[config.mk]
export PLATFORM = sky130hd
export DESIGN_NAME = ascd_cell
export DESIGN_NICKNAME = d
export VERILOG_FILES = /design/src/sv/ascd_pkg.sv /design/src/sv/ascd_cell.sv
export SDC_FILE = /design/constraint.sdc
export NUM_CORES = 1
export LEC_CHECK = 0
export ABC_CLOCK_PERIOD_IN_PS = 18630
export BUFFER_PORTS_ARGS = -buffer_cell sky130_fd_sc_hd__buf_4
export CORE_UTILIZATION = 40
export DETAILED_ROUTE_END_ITERATION = 10
export PLACE_DENSITY = 0.59
export SLEW_MARGIN = 40
export SYNTH_ARGS = -nofsm -noshare
export SYNTH_HDL_FRONTEND = slang
export SYNTH_SLANG_ARGS = --single-unit
[constraint.sdc]
create_clock -name i_clk -period 18.63 [get_ports i_clk]
set_input_delay 1.863 -clock i_clk [delete_from_list [all_inputs] [get_ports i_clk]]
set_output_delay 1.863 -clock i_clk [all_outputs]
set_load 0.02 [all_outputs]
[src/sv/ascd_pkg.sv]
// Shared constants for the arctangent soft-clip distortion block:
// field widths, register indexes and reset values, and the CORDIC angle table.
// No dependencies.
package ascd_pkg;

    localparam int GAIN_W     = 16;   // drive, blend and volume registers
    localparam int RANGE_W    = 12;   // range pre-gain register
    localparam int CFG_IDX_W  = 3;
    localparam int CFG_DATA_W = 16;
    localparam int Z_W        = 22;   // shaped value, Q20 signed
    localparam int ANG_W      = 21;   // angle table entries, unsigned
    localparam int DIV_W      = 36;   // clean-path dividend / quotient bits
    localparam int TAB_LEN    = 24;

    localparam logic [CFG_IDX_W-1:0] REG_DRIVE  = CFG_IDX_W'(0);
    localparam logic [CFG_IDX_W-1:0] REG_RANGE  = CFG_IDX_W'(1);
    localparam logic [CFG_IDX_W-1:0] REG_BLEND  = CFG_IDX_W'(2);
    localparam logic [CFG_IDX_W-1:0] REG_VOLUME = CFG_IDX_W'(3);

    localparam logic [GAIN_W-1:0]  DRIVE_RST  = 16'd32768;
    localparam logic [RANGE_W-1:0] RANGE_RST  = 12'd1;
    localparam logic [GAIN_W-1:0]  BLEND_RST  = 16'd32768;
    localparam logic [GAIN_W-1:0]  VOLUME_RST = 16'd16384;

    // atan(2^-i) * (2/pi), Q20
    function automatic logic [ANG_W-1:0] ang_of(input int idx);
        logic [ANG_W-1:0] a;
        case (idx)
            0:  a = 21'd524288;
            1:  a = 21'd309505;
            2:  a = 21'd163534;
            3:  a = 21'd83012;
            4:  a = 21'd41667;
            5:  a = 21'd20854;
            6:  a = 21'd10430;
            7:  a = 21'd5215;
            8:  a = 21'd2608;
            9:  a = 21'd1304;
            10: a = 21'd652;
            11: a = 21'd326;
            12: a = 21'd163;
            13: a = 21'd81;
            14: a = 21'd41;
            15: a = 21'd20;
            16: a = 21'd10;
            17: a = 21'd5;
            18: a = 21'd3;
            19: a = 21'd1;
            20: a = 21'd1;
            default: a = '0;
        endcase
        return a;
    endfunction

endpackage

[src/sv/ascd_cell.sv]
// One cell of the processing row: a CORDIC vectoring micro-rotation plus a few
// restoring-division steps for the clean path. Depends on ascd_pkg.
module ascd_cell #(
    parameter int CW  = 46,
    parameter int DW  = 40,
    parameter int DPC = 5,
    parameter int IDX = 0
) (
    input  logic                            i_clk,
    input  logic                            i_rst_n,
    input  logic                            i_v,
    input  logic signed [CW-1:0]            i_x,
    input  logic signed [CW-1:0]            i_y,
    input  logic signed [ascd_pkg::Z_W-1:0] i_z,
    input  logic [DW-1:0]                   i_dq,
    input  logic [ascd_pkg::GAIN_W-1:0]     i_rem,
    input  logic                            i_neg,
    input  logic                            i_nz,
    input  logic [ascd_pkg::GAIN_W-1:0]     i_blend,
    output logic                            o_v,
    output logic signed [CW-1:0]            o_x,
    output logic signed [CW-1:0]            o_y,
    output logic signed [ascd_pkg::Z_W-1:0] o_z,
    output logic [DW-1:0]                   o_dq,
    output logic [ascd_pkg::GAIN_W-1:0]     o_rem,
    output logic                            o_neg,
    output logic                            o_nz
);
    import ascd_pkg::*;

    localparam logic [ANG_W-1:0] ANG = ang_of(IDX);

    logic                   r_v;
    logic signed [CW-1:0]   r_x, r_y, n_x, n_y;
    logic signed [Z_W-1:0]  r_z, n_z;
    logic [DW-1:0]          r_dq, n_dq;
    logic [GAIN_W-1:0]      r_rem, n_rem;
    logic                   r_neg, r_nz;
    logic signed [CW-1:0]   w_xs, w_ys;

    // micro-rotation; shifts are arithmetic (floor)
    assign w_xs = i_x >>> IDX;
    assign w_ys = i_y >>> IDX;

    always_comb begin
        if (!i_y[CW-1]) begin
            n_x = i_x + w_ys;
            n_y = i_y - w_xs;
            n_z = i_z + $signed({1'b0, ANG});
        end else begin
            n_x = i_x - w_ys;
            n_y = i_y + w_xs;
            n_z = i_z - $signed({1'b0, ANG});
        end
    end

    // restoring division: dividend shifts out of the top, quotient bits in at the bottom
    always_comb begin
        logic [GAIN_W:0]   t_try;
        logic [GAIN_W-1:0] t_rem;
        logic [DW-1:0]     t_dq;
        t_rem = i_rem;
        t_dq  = i_dq;
        for (int j = 0; j < DPC; j++) begin
            t_try = {t_rem, t_dq[DW-1]};
            if (t_try >= {1'b0, i_blend}) begin
                t_rem = GAIN_W'(t_try - {1'b0, i_blend});
                t_dq  = {t_dq[DW-2:0], 1'b1};
            end else begin
                t_rem = t_try[GAIN_W-1:0];
                t_dq  = {t_dq[DW-2:0], 1'b0};
            end
        end
        n_rem = t_rem;
        n_dq  = t_dq;
    end

    always_ff @(posedge i_clk) begin
        if (!i_rst_n) begin
            r_v <= 1'b0;
        end else begin
            r_v <= i_v;
        end
    end

    always_ff @(posedge i_clk) begin
        r_x   <= n_x;
        r_y   <= n_y;
        r_z   <= n_z;
        r_dq  <= n_dq;
        r_rem <= n_rem;
        r_neg <= i_neg;
        r_nz  <= i_nz;
    end

    assign o_v   = r_v;
    assign o_x   = r_x;
    assign o_y   = r_y;
    assign o_z   = r_z;
    assign o_dq  = r_dq;
    assign o_rem = r_rem;
    assign o_neg = r_neg;
    assign o_nz  = r_nz;

endmodule

==> out/summary.txt <==
Status = completed
Total die area = 40430 sq um
Main combinational cell family by area after synthesis = compound AO/OA/AOI/OAI gates
Critical path's slowest cell = o21ai_0
Postcts setup bufs = 0
Clock-pin slew on the worst setup and hold paths = 0.09 ns
CTS tree = yes
Worst Setup Start Kind = input port
Synth top area share = 0.2172
Post-Synth Adder-Cell Area = 0.1811
Async set-reset flop share out of synthesis = 0
Most used DFF post-synth = dfxtp_1
Flop pwr share = 0.137
Remaining antenna violation count after routing = 0
Mapped Cells = 2031
Pin count of the biggest net entering global routing = 73
Top cells by area, synth = dfxtp_1 22%, ha_1 17%, a21oi_1 6.9%
First-pass DRT Iterations = 6
Tot GR Track Use = 0.2660
Slowest cell delay on critical path = 0.58 ns
Fraction of the cycle the final worst path needs = 0.8241
Core area = 38830 sq um
I/O Pins = 364
EDFF count, synth = 0
Hold depth = 1
Hold endpoint = o_dq[24]
GRT overflow = 0
Maximum clock rate = 65.13 MHz
Mapped Nets = 2446
Post-Synth XOR/XNOR Area = 0.08454
Hold Path Class = in -> reg
H-tree Lvls = 4
Met2 Use GR = 0.4745
Clock network power share = 0.097
Initial core utilization = 0.4082
TritonCTS Buffers = 17
Synth unique cells = 90
Post-synthesis mux area share = 0.03221
Sw frac = 0.5048
Root Buffer = clkbuf_16
Leak Pwr = 9.315 nW
Final non-filler cell total = 2878
# rows = 72
Max-slew violations = 0
Hpwl dp = 44970 um
Die H = 201.1 um
Maximum clock path buffer count = 2
Via density per instance = 5.491
Initial antenna violation count = 6
Net Switching = 1.866 mW
Avg Cell Area, Syn = 7.804 sq um
Met1 GRT Util = 0.3256
Starting DRT DRC Count = 1066
MaxCap Viol Count = 0
Synth warnings = 0
Post-synthesis register bit count = 172
WL/cell = 19.03 um
Peak supply drop = 347.4 uV
RSZ-0062 raised after global routing = false
Commonest cells in the netlist = 217 x a21oi_1, 215 x ha_1, 200 x inv_1
Post-cts hold buffer count = 0
Global-route wire length before repair = 85090 um
Post-synthesis simple-gate area fraction = 0.1402
Layout area overhead = 23.33%
Sequential Area = 3443 sq um
M3 GR Usage = 0.04854
Final net count = 2758
Hold_sp = i_dq[19]
Gpl congestion = 0.9484
Via count = 15802
Power share of the combinational group = 0.766
Yosys top cell by area = dfxtp_1
Worst slew pin tran = 0.8001 ns
Slew headroom = 0.4633
Top Usage Layer GRT = met2
Most common cell in the netlist = a21oi_1
Setup violations, final = 0
Final Hold Viols = 0
Crit-path max FO = 26
Pint = 1.830 mW
Port buffer count = 363
Multi-input logic area = 11310 sq um
Period minus WS final = 15.35 ns
CP arrival = 15.70 ns
CP required = 18.97 ns
Post_cts resized = 0
Crit Path Category = in -> reg
DRC Markers = 0
Sink Count = 172
Share of cells above drive strength 1 = 0.1961
Post-route setup TNS = 0 ns
WL final = 54760 um
Final hold slack = 1.486 ns
Die X = 201.1 um
CP most frequent cell = a21oi_1
Filler cell count = 3880
Register area share after synthesis = 0.2172
Placement Cell Area = 18960 sq um
Mapped cell area = 15850 sq um
Pwr/cell area = 189.1 nW/um^2
Placed insts = 2842
Compound-Gate Fraction of Synth Area = 0.2753
Post-route design area = 19550 sq um
Vias in the first global route = 15184
Worst setup EP type = register
-- sequential cells by signal, indices dropped and copies added (netlist names) --
register,count
o_dq,40
o_neg,1
o_nz,1
o_rem,16
o_v,1
o_x,46
o_y,45
o_z,22
-- logic make-up (layout without fill, tap and decap cells) --
logic type      count (synthesis)  count (layout)
compound gates                680             680
simple gates                  468             468
buf+inv                       285             610
fa+ha+maj                     224             224
flops                         172             172
xor+xnor                      153             153
mux                            49              49
other cells                     0               4
-- layout by cell type (no fill, tap or decap), types with 13 or more instances in the layout --
master	n
nor2b_1	20
nor3_1	36
ha_1	215
nand3_1	33
mux2_2	16
xor2_1	39
a21o_1	54
nand2_1	105
clkbuf_16	17
xnor2_1	114
nand2b_1	17
nor4_1	17
nor2_1	163
a211oi_1	16
o211ai_1	14
a21oi_1	216
o21a_1	30
buf_4	368
inv_1	199
o31ai_1	14
o21ai_0	156
mux2i_1	33
dfxtp_1	172
or3_1	13
nand4_1	28
a31oi_1	15
o21bai_1	54
-- layer usage --
metal | part of all wire | vias to the layer above
li1 | - | 7787
met1 | 0.43 | 7432
met4 | 0.020 | 4
met2 | 0.50 | 506
met5 | 0.00042 | -
met3 | 0.056 | 73
-- power groups by stage --
stage	Sequential (mW)	Clock (mW)	Combinational (mW)
finish	0.505	0.358	2.83
global route	0.512	0.386	3.08
CTS	0.507	0.372	2.80
detailed placement	0.514	0	2.78
global placement	0.515	0	2.76
floorplan	0.605	0	1.95
-- how the worst max path moves through the flow --
stage                     startpoint        end  slack (ns)  cells after the start
after floorplan           i_blend[1]  o_rem[14]        5.15                     62
final                     i_blend[1]   o_rem[1]        3.28                     60
after CTS                 i_blend[1]   o_rem[1]        3.38                     60
after detailed placement  i_blend[1]   o_rem[1]        2.91                     60
after global placement    i_blend[1]   o_rem[1]        3.15                     60
after global routing      i_blend[1]   o_rem[1]        1.95                     60
-- through the flow --
stage,power [mW],setup slack [ns],util
floorplan,2.560,5.149,-
detailed placement,3.298,2.906,0.4882
global route,3.979,1.945,0.5032
global placement,3.278,3.153,0.4881
finish,3.696,3.277,0.5034
CTS,3.682,3.376,0.5032
-- worst max-delay path, delay by kind of cell --
kind	cells	cell delay [ns]
AND/OR/NAND/NOR	17	3.84
AO/OA/AOI/OAI	30	7.23
buffers and inverters	8	1.21
adder cells (fa/ha/maj)	5	1.54
-- area by class of cell --
type	count	share of cell area
multi-input cells	1574	0.5787
well taps	518	0.03316
inverters	210	0.04045
clock inverters	15	0.007937
repair buffers	368	0.1413
flip-flops and latches	172	0.1762
clock buffers	17	0.02176
diodes	4	0.0005121
No activity file was read; power rests on OpenSTA's default activity.
