<file path="src/sv/ascd_pkg.sv">
// Shared constants for the arctangent soft-clip distortion block:
// field widths, register indexes and reset values, and the CORDIC angle table.
// No dependencies.
package ascd_pkg;

    localparam int GAIN_W     = 16;   // drive, blend and volume registers
    localparam int RANGE_W    = 12;   // range pre-gain register
    localparam int CFG_IDX_W  = 3;
    localparam int CFG_DATA_W = 16;
    localparam int Z_W        = 22;   // shaped value, Q20 signed
    localparam int ANG_W      = 21;   // angle table entries, unsigned
    localparam int DIV_W      = 36;   // clean-path dividend / quotient bits
    localparam int TAB_LEN    = 24;

    localparam logic [CFG_IDX_W-1:0] REG_DRIVE  = CFG_IDX_W'(0);
    localparam logic [CFG_IDX_W-1:0] REG_RANGE  = CFG_IDX_W'(1);
    localparam logic [CFG_IDX_W-1:0] REG_BLEND  = CFG_IDX_W'(2);
    localparam logic [CFG_IDX_W-1:0] REG_VOLUME = CFG_IDX_W'(3);

    localparam logic [GAIN_W-1:0]  DRIVE_RST  = 16'd32768;
    localparam logic [RANGE_W-1:0] RANGE_RST  = 12'd1;
    localparam logic [GAIN_W-1:0]  BLEND_RST  = 16'd32768;
    localparam logic [GAIN_W-1:0]  VOLUME_RST = 16'd16384;

    // atan(2^-i) * (2/pi), Q20
    function automatic logic [ANG_W-1:0] ang_of(input int idx);
        logic [ANG_W-1:0] a;
        case (idx)
            0:  a = 21'd524288;
            1:  a = 21'd309505;
            2:  a = 21'd163534;
            3:  a = 21'd83012;
            4:  a = 21'd41667;
            5:  a = 21'd20854;
            6:  a = 21'd10430;
            7:  a = 21'd5215;
            8:  a = 21'd2608;
            9:  a = 21'd1304;
            10: a = 21'd652;
            11: a = 21'd326;
            12: a = 21'd163;
            13: a = 21'd81;
            14: a = 21'd41;
            15: a = 21'd20;
            16: a = 21'd10;
            17: a = 21'd5;
            18: a = 21'd3;
            19: a = 21'd1;
            20: a = 21'd1;
            default: a = '0;
        endcase
        return a;
    endfunction

endpackage

</file>
<file path="src/sv/ascd_post.sv">
// Back end: blend weighting, clean term, sum, volume scaling, rounding and clip.
// Four register stages. Depends on ascd_pkg.
module ascd_post #(
    parameter int SAMPLE_WIDTH = 16,
    parameter int DW           = 40
) (
    input  logic                              i_clk,
    input  logic                              i_rst_n,
    input  logic                              i_v,
    input  logic signed [ascd_pkg::Z_W-1:0]   i_z,
    input  logic [DW-1:0]                     i_dq,
    input  logic                              i_neg,
    input  logic                              i_nz,
    input  logic [ascd_pkg::GAIN_W-1:0]       i_blend,
    input  logic [ascd_pkg::GAIN_W-1:0]       i_volume,
    output logic                              o_done,
    output logic signed [SAMPLE_WIDTH-1:0]    o_sample
);
    import ascd_pkg::*;

    localparam int SW     = SAMPLE_WIDTH;
    localparam int SH     = DIV_W - SW;              // final shift, 35-F
    localparam int DP_W   = Z_W + GAIN_W + 1;
    localparam int DIST_W = DP_W - 15;
    localparam int CL_W   = DIV_W + 1;
    localparam int SUM_W  = CL_W + 1;
    localparam int LO_W   = SUM_W / 2;
    localparam int HI_W   = SUM_W - LO_W;
    localparam int PLO_W  = LO_W + GAIN_W;
    localparam int PHI_W  = HI_W + GAIN_W + 1;
    localparam int PW     = PHI_W + LO_W + 1;
    localparam longint LIM = (longint'(8) << (SW - 1)) / 10;

    localparam logic signed [DP_W-1:0] RND_D     = DP_W'(1) << 14;
    localparam logic signed [PW-1:0]   RND_O     = PW'(1) << (SH - 1);
    localparam logic signed [CL_W-1:0] CLEAN_SAT = CL_W'(64'd1 << (DIV_W - 1));
    localparam logic signed [PW-1:0]   LIM_P     = PW'(LIM);

    logic r_va, r_vb, r_vc, r_vd;

    // stage a: shaped * blend, clean term
    logic signed [DP_W-1:0] r_dp, n_dp;
    logic signed [CL_W-1:0] r_clean, n_clean, w_mag;

    assign n_dp  = i_z * $signed({1'b0, i_blend});
    assign w_mag = $signed({1'b0, i_dq[DIV_W-1:0]});

    always_comb begin
        if (i_blend == '0) begin
            if (!i_nz) begin
                n_clean = '0;
            end else if (i_neg) begin
                n_clean = -CLEAN_SAT;
            end else begin
                n_clean = CLEAN_SAT;
            end
        end else begin
            n_clean = i_neg ? -w_mag : w_mag;
        end
    end

    // stage b: round the distorted term to Q20, add clean
    logic signed [DP_W-1:0]   w_dr;
    logic signed [DIST_W-1:0] w_dist;
    logic signed [SUM_W-1:0]  r_sum, n_sum;

    assign w_dr   = r_dp + RND_D;
    assign w_dist = w_dr[DP_W-1:15];
    assign n_sum  = SUM_W'(w_dist) + SUM_W'(r_clean);

    // stage c: volume product split into two halves
    logic [PLO_W-1:0]         r_plo, n_plo;
    logic signed [PHI_W-1:0]  r_phi, n_phi;

    assign n_plo = r_sum[LO_W-1:0] * i_volume;
    assign n_phi = $signed(r_sum[SUM_W-1:LO_W]) * $signed({1'b0, i_volume});

    // stage d: recombine, round, shift, clip
    logic signed [PW-1:0]     w_tot, w_res;
    logic signed [SW-1:0]     r_out, n_out;

    assign w_tot = (PW'(r_phi) << LO_W) + PW'(r_plo) + RND_O;
    assign w_res = w_tot >>> SH;

    always_comb begin
        if (w_res > LIM_P) begin
            n_out = SW'(LIM_P);
        end else if (w_res < -LIM_P) begin
            n_out = SW'(-LIM_P);
        end else begin
            n_out = w_res[SW-1:0];
        end
    end

    always_ff @(posedge i_clk) begin
        if (!i_rst_n) begin
            r_va <= 1'b0;
            r_vb <= 1'b0;
            r_vc <= 1'b0;
            r_vd <= 1'b0;
        end else begin
            r_va <= i_v;
            r_vb <= r_va;
            r_vc <= r_vb;
            r_vd <= r_vc;
        end
    end

    always_ff @(posedge i_clk) begin
        r_dp    <= n_dp;
        r_clean <= n_clean;
        r_sum   <= n_sum;
        r_plo   <= n_plo;
        r_phi   <= n_phi;
        r_out   <= n_out;
    end

    assign o_done   = r_vd;
    assign o_sample = r_out;

endmodule

</file>
<file path="config.mk">
export PLATFORM = sky130hd
export DESIGN_NAME = ascd_post
export DESIGN_NICKNAME = d
export VERILOG_FILES = /design/src/sv/ascd_pkg.sv /design/src/sv/ascd_post.sv
export SDC_FILE = /design/constraint.sdc
export NUM_CORES = 2
export LEC_CHECK = 0
export ABC_CLOCK_PERIOD_IN_PS = 21400
export BUFFER_PORTS_ARGS = -buffer_cell sky130_fd_sc_hd__buf_2
export CORE_UTILIZATION = 45
export DETAILED_ROUTE_END_ITERATION = 7
export PLACE_DENSITY = 0.68
export SLEW_MARGIN = 20
export SYNTH_ARGS = -nofsm -noshare
export SYNTH_HDL_FRONTEND = slang
export SYNTH_SLANG_ARGS = --single-unit
</file>
<file path="constraint.sdc">
create_clock -name i_clk -period 21.4 [get_ports i_clk]
set_input_delay 5.35 -clock i_clk [delete_from_list [all_inputs] [get_ports i_clk]]
set_output_delay 5.35 -clock i_clk [all_outputs]
set_load 0.02 [all_outputs]
</file>
==> impl_metrics.json <==
{
  "utilization": 0.477,
  "crit_path_end_kind": "flop",
  "synth-async-reset-ratio": 0,
  "routed_wl_um": 98000,
  "die_h_um": 306,
  "required_ns": 21.78,
  "vias_per_cell": 5.18,
  "finalSetupTns_ns": 0,
  "clock-skew-final_ns": 0.0140,
  "grt_usage": 0.221,
  "cp.arrival_ns": 12.19,
  "design_area_mm2": 0.0438,
  "post-cts-setup-buffers": 0,
  "dieArea_mm2": 0.0939,
  "nNetsFinal": 5973,
  "grt_max_degree": 40,
  "critical_path.slowest_cell": "buf_2",
  "synth_cells": 4659,
  "max-cap-violations": 0,
  "avgSynthCellArea_um2": 8.95,
  "hold_violations": 0,
  "path_buf_inv": 4,
  "crit_chain": "buf_2 -> nand2_1 -> fa_1 -> fa_1 -> fa_1 -> inv_1 -> fa_1 -> fa_1 -> inv_1 -> fa_1 -> inv_1 -> ha_1 -> nand2_1 -> or2_2 -> a2111o_1 -> o22ai_1 -> o2111ai_1 -> a21oi_1 -> or3_1 -> o31a_1 -> xor2_1",
  "fin_crit_ns": 11.81,
  "vias": 30200,
  "antenna_found_initial": 7,
  "fin_hold_ws_ns": 0.440,
  "finalMaxSlewViolations": 0,
  "gp_congestion": 0.863,
  "drc": 0,
  "insertion_delay_ns": 0.50,
  "rsz0062_at_grt": "false",
  "hold_path.class": "flop to flop",
  "dr.pass1.iters": 7,
  "dpl-instance-area_mm2": 0.0431,
  "synth-simple-area-share": 0.161,
  "ys_seq_area_frac": 0.0826,
  "drive_gt1_frac": 0.0401,
  "drt_iter0_drc": 1810,
  "core_area_mm2": 0.0917,
  "synth_top_cell_by_area": "fa_1",
  "synth_cell_types": 83,
  "grt_pass1_wl_um": 165000,
  "drtAntennaViolNets": 0,
  "clockBufferDepth": 2,
  "clockRootBuffer": "clkbuf_16",
  "path_common_cell": "fa_1",
  "path_clk_slew_ns": 0.07,
  "cts_buffers": 17,
  "wl_per_cell_um": 16.8,
  "synth_ff_type": "dfxtp_1",
  "ys_warn_count": 0,
  "path_class": "primary input to flop",
  "hold_buffers": 0,
  "max_stage_delay_ns": 0.73,
  "cts_tree": "done",
  "h-tree-depth": 4,
  "netlist_area_mm2": 0.0417,
  "slew_headroom": 0.254,
  "clock.fmax_mhz": 84.7,
  "synthXorXnorAreaFrac": 0.0387,
  "cp-start-kind": "primary input",
  "synth_mux_area_frac": 0.000990,
  "yosys-top-cells-area": "fa_1, ha_1, inv_1",
  "io_pins": 116,
  "synth-compound-area-share": 0.0675,
  "grt_pass1_vias": 32800,
  "synth_enable_flop_cells": 0,
  "synth_top_family_by_area": "adder cells",
  "synthAdderAreaFrac": 0.536,
  "cts-resized-gates": 0,
  "area_growth_pct": 4.97,
  "status": "finished clean",
  "clock-sinks": 172,
  "crit_fanout": 38,
  "ys_ff_latch": 172,
  "grt_overflow": 0,
  "synth_top_cell_area_share": 0.428,
  "cp_top_family": "adder cells",
  "setup_viol": 0,
  "initial_core_util": 0.455,
  "die_w_um": 306,
  "finalCritPeriodShare": 0.552,
  "rows": 111,
  "dp_hpwl_um": 76300,
  "io_buffers": 111,
  "syn-num-nets": 6009,
  "tightest_slew_ns": 1.11
}
sequential cells by signal, summed over array words and instances (netlist names):
name,count
r_sum,38
r_clean,37
r_phi,36
r_dp,25
o_sample,16
r_plo,16
o_done,1
r_va,1
r_vb,1
r_vc,1
per-stage QoR:
| stage | std cells | setup WS (ns) |
|---|---|---|
| CTS | 5822 | 9.58 |
| global route | 5824 | 9.24 |
| floorplan | 4659 | 10.14 |
| global placement | 5790 | 9.17 |
| finish | 5826 | 9.59 |
| detailed placement | 5790 | 9.04 |
kinds of logic (layout without fill, tap and decap cells):
family	count (synthesis)	count (layout)
simple gates	1369	1369
other cells	0	4
flops	172	172
compound gates	423	423
mux	4	4
buf+inv	1256	1233
xor+xnor	184	184
fa+ha+maj	1251	1251
layer usage:
| metal | routed length (um) | track usage |
|---|---|---|
| met1 | 41800 | 0.286 |
| met2 | 46500 | 0.375 |
| met3 | 7350 | 0.0467 |
| met4 | 2240 | 0.0559 |
| met5 | 38 | 0 |
cells in the mapped netlist (all sizes together), types with 12 or more instances:
| library cell | number |
|---|---|
| nand2b | 12 |
| nor4 | 18 |
| and2 | 416 |
| o21ai | 92 |
| nor2 | 116 |
| xor2 | 77 |
| nand3 | 42 |
| ha | 360 |
| dfxtp | 172 |
| a21oi | 108 |
| nor2b | 16 |
| xnor2 | 107 |
| clkbuf | 169 |
| fa | 891 |
| o21a | 26 |
| a21o | 46 |
| o31ai | 17 |
| o21bai | 19 |
| nand2 | 633 |
| a31oi | 22 |
| nor3 | 27 |
| inv | 1076 |
| nand4 | 23 |
| a211oi | 16 |
| and3 | 17 |
placed cells by master, fill, tap and decap left out, drive strengths merged, types with 7 or more instances in the layout:
cell type     n
a21o         46
nand4        23
dfxtp       172
clkinv        7
nand3        42
a211oi       16
or4          10
nand2b       12
inv        1082
and3         17
and2        416
o21ai        92
o41ai         9
or3          11
o31ai        17
o21a         26
or2          11
nor4         18
o211ai        7
nor2b        16
a31oi        22
nor3         27
ha          360
xnor2       107
a2111oi       8
clkbuf       18
fa          891
nand2       633
nor2        116
a21oi       108
xor2         77
buf         125
o21bai       19
final cells by class:
class | instances | area, um^2
well taps | 1186 | 1480
inverters | 1076 | 4040
clock buffers | 18 | 439
fillers | 8748 | 47900
multi-input cells | 3231 | 33500
repair buffers | 125 | 661
clock inverters | 14 | 174
flip-flops and latches | 172 | 3440
diodes | 4 | 10.0
worst register-to-register path: stages, from the launching register on:
cell	delay [ns]
dfxtp_1	0.94
nand2_1	0.17
fa_1	0.51
fa_1	0.55
fa_1	0.53
inv_1	0.06
fa_1	0.50
fa_1	0.49
inv_1	0.05
fa_1	0.47
inv_1	0.04
ha_1	0.32
nand3_1	0.10
or2_2	0.30
a2111o_1	0.38
o22ai_1	0.46
o2111ai_1	0.24
a21oi_1	0.24
or3_1	0.20
o31a_1	0.18
xor2_1	0.27
final timing paths:
check	start	slack [ns]	depth (start not counted)	end
setup / recovery	i_volume[2]	9.59	21	r_plo[33]
hold / removal	r_vb	0.44	1	r_vc
setup reg to reg	r_sum[9]	14.30	20	r_plo[33]
hold reg to reg	r_vb	0.44	1	r_vc
Power is not shown: default switching activity piles up to over one toggle a cycle in this logic, so the estimate is an artifact.
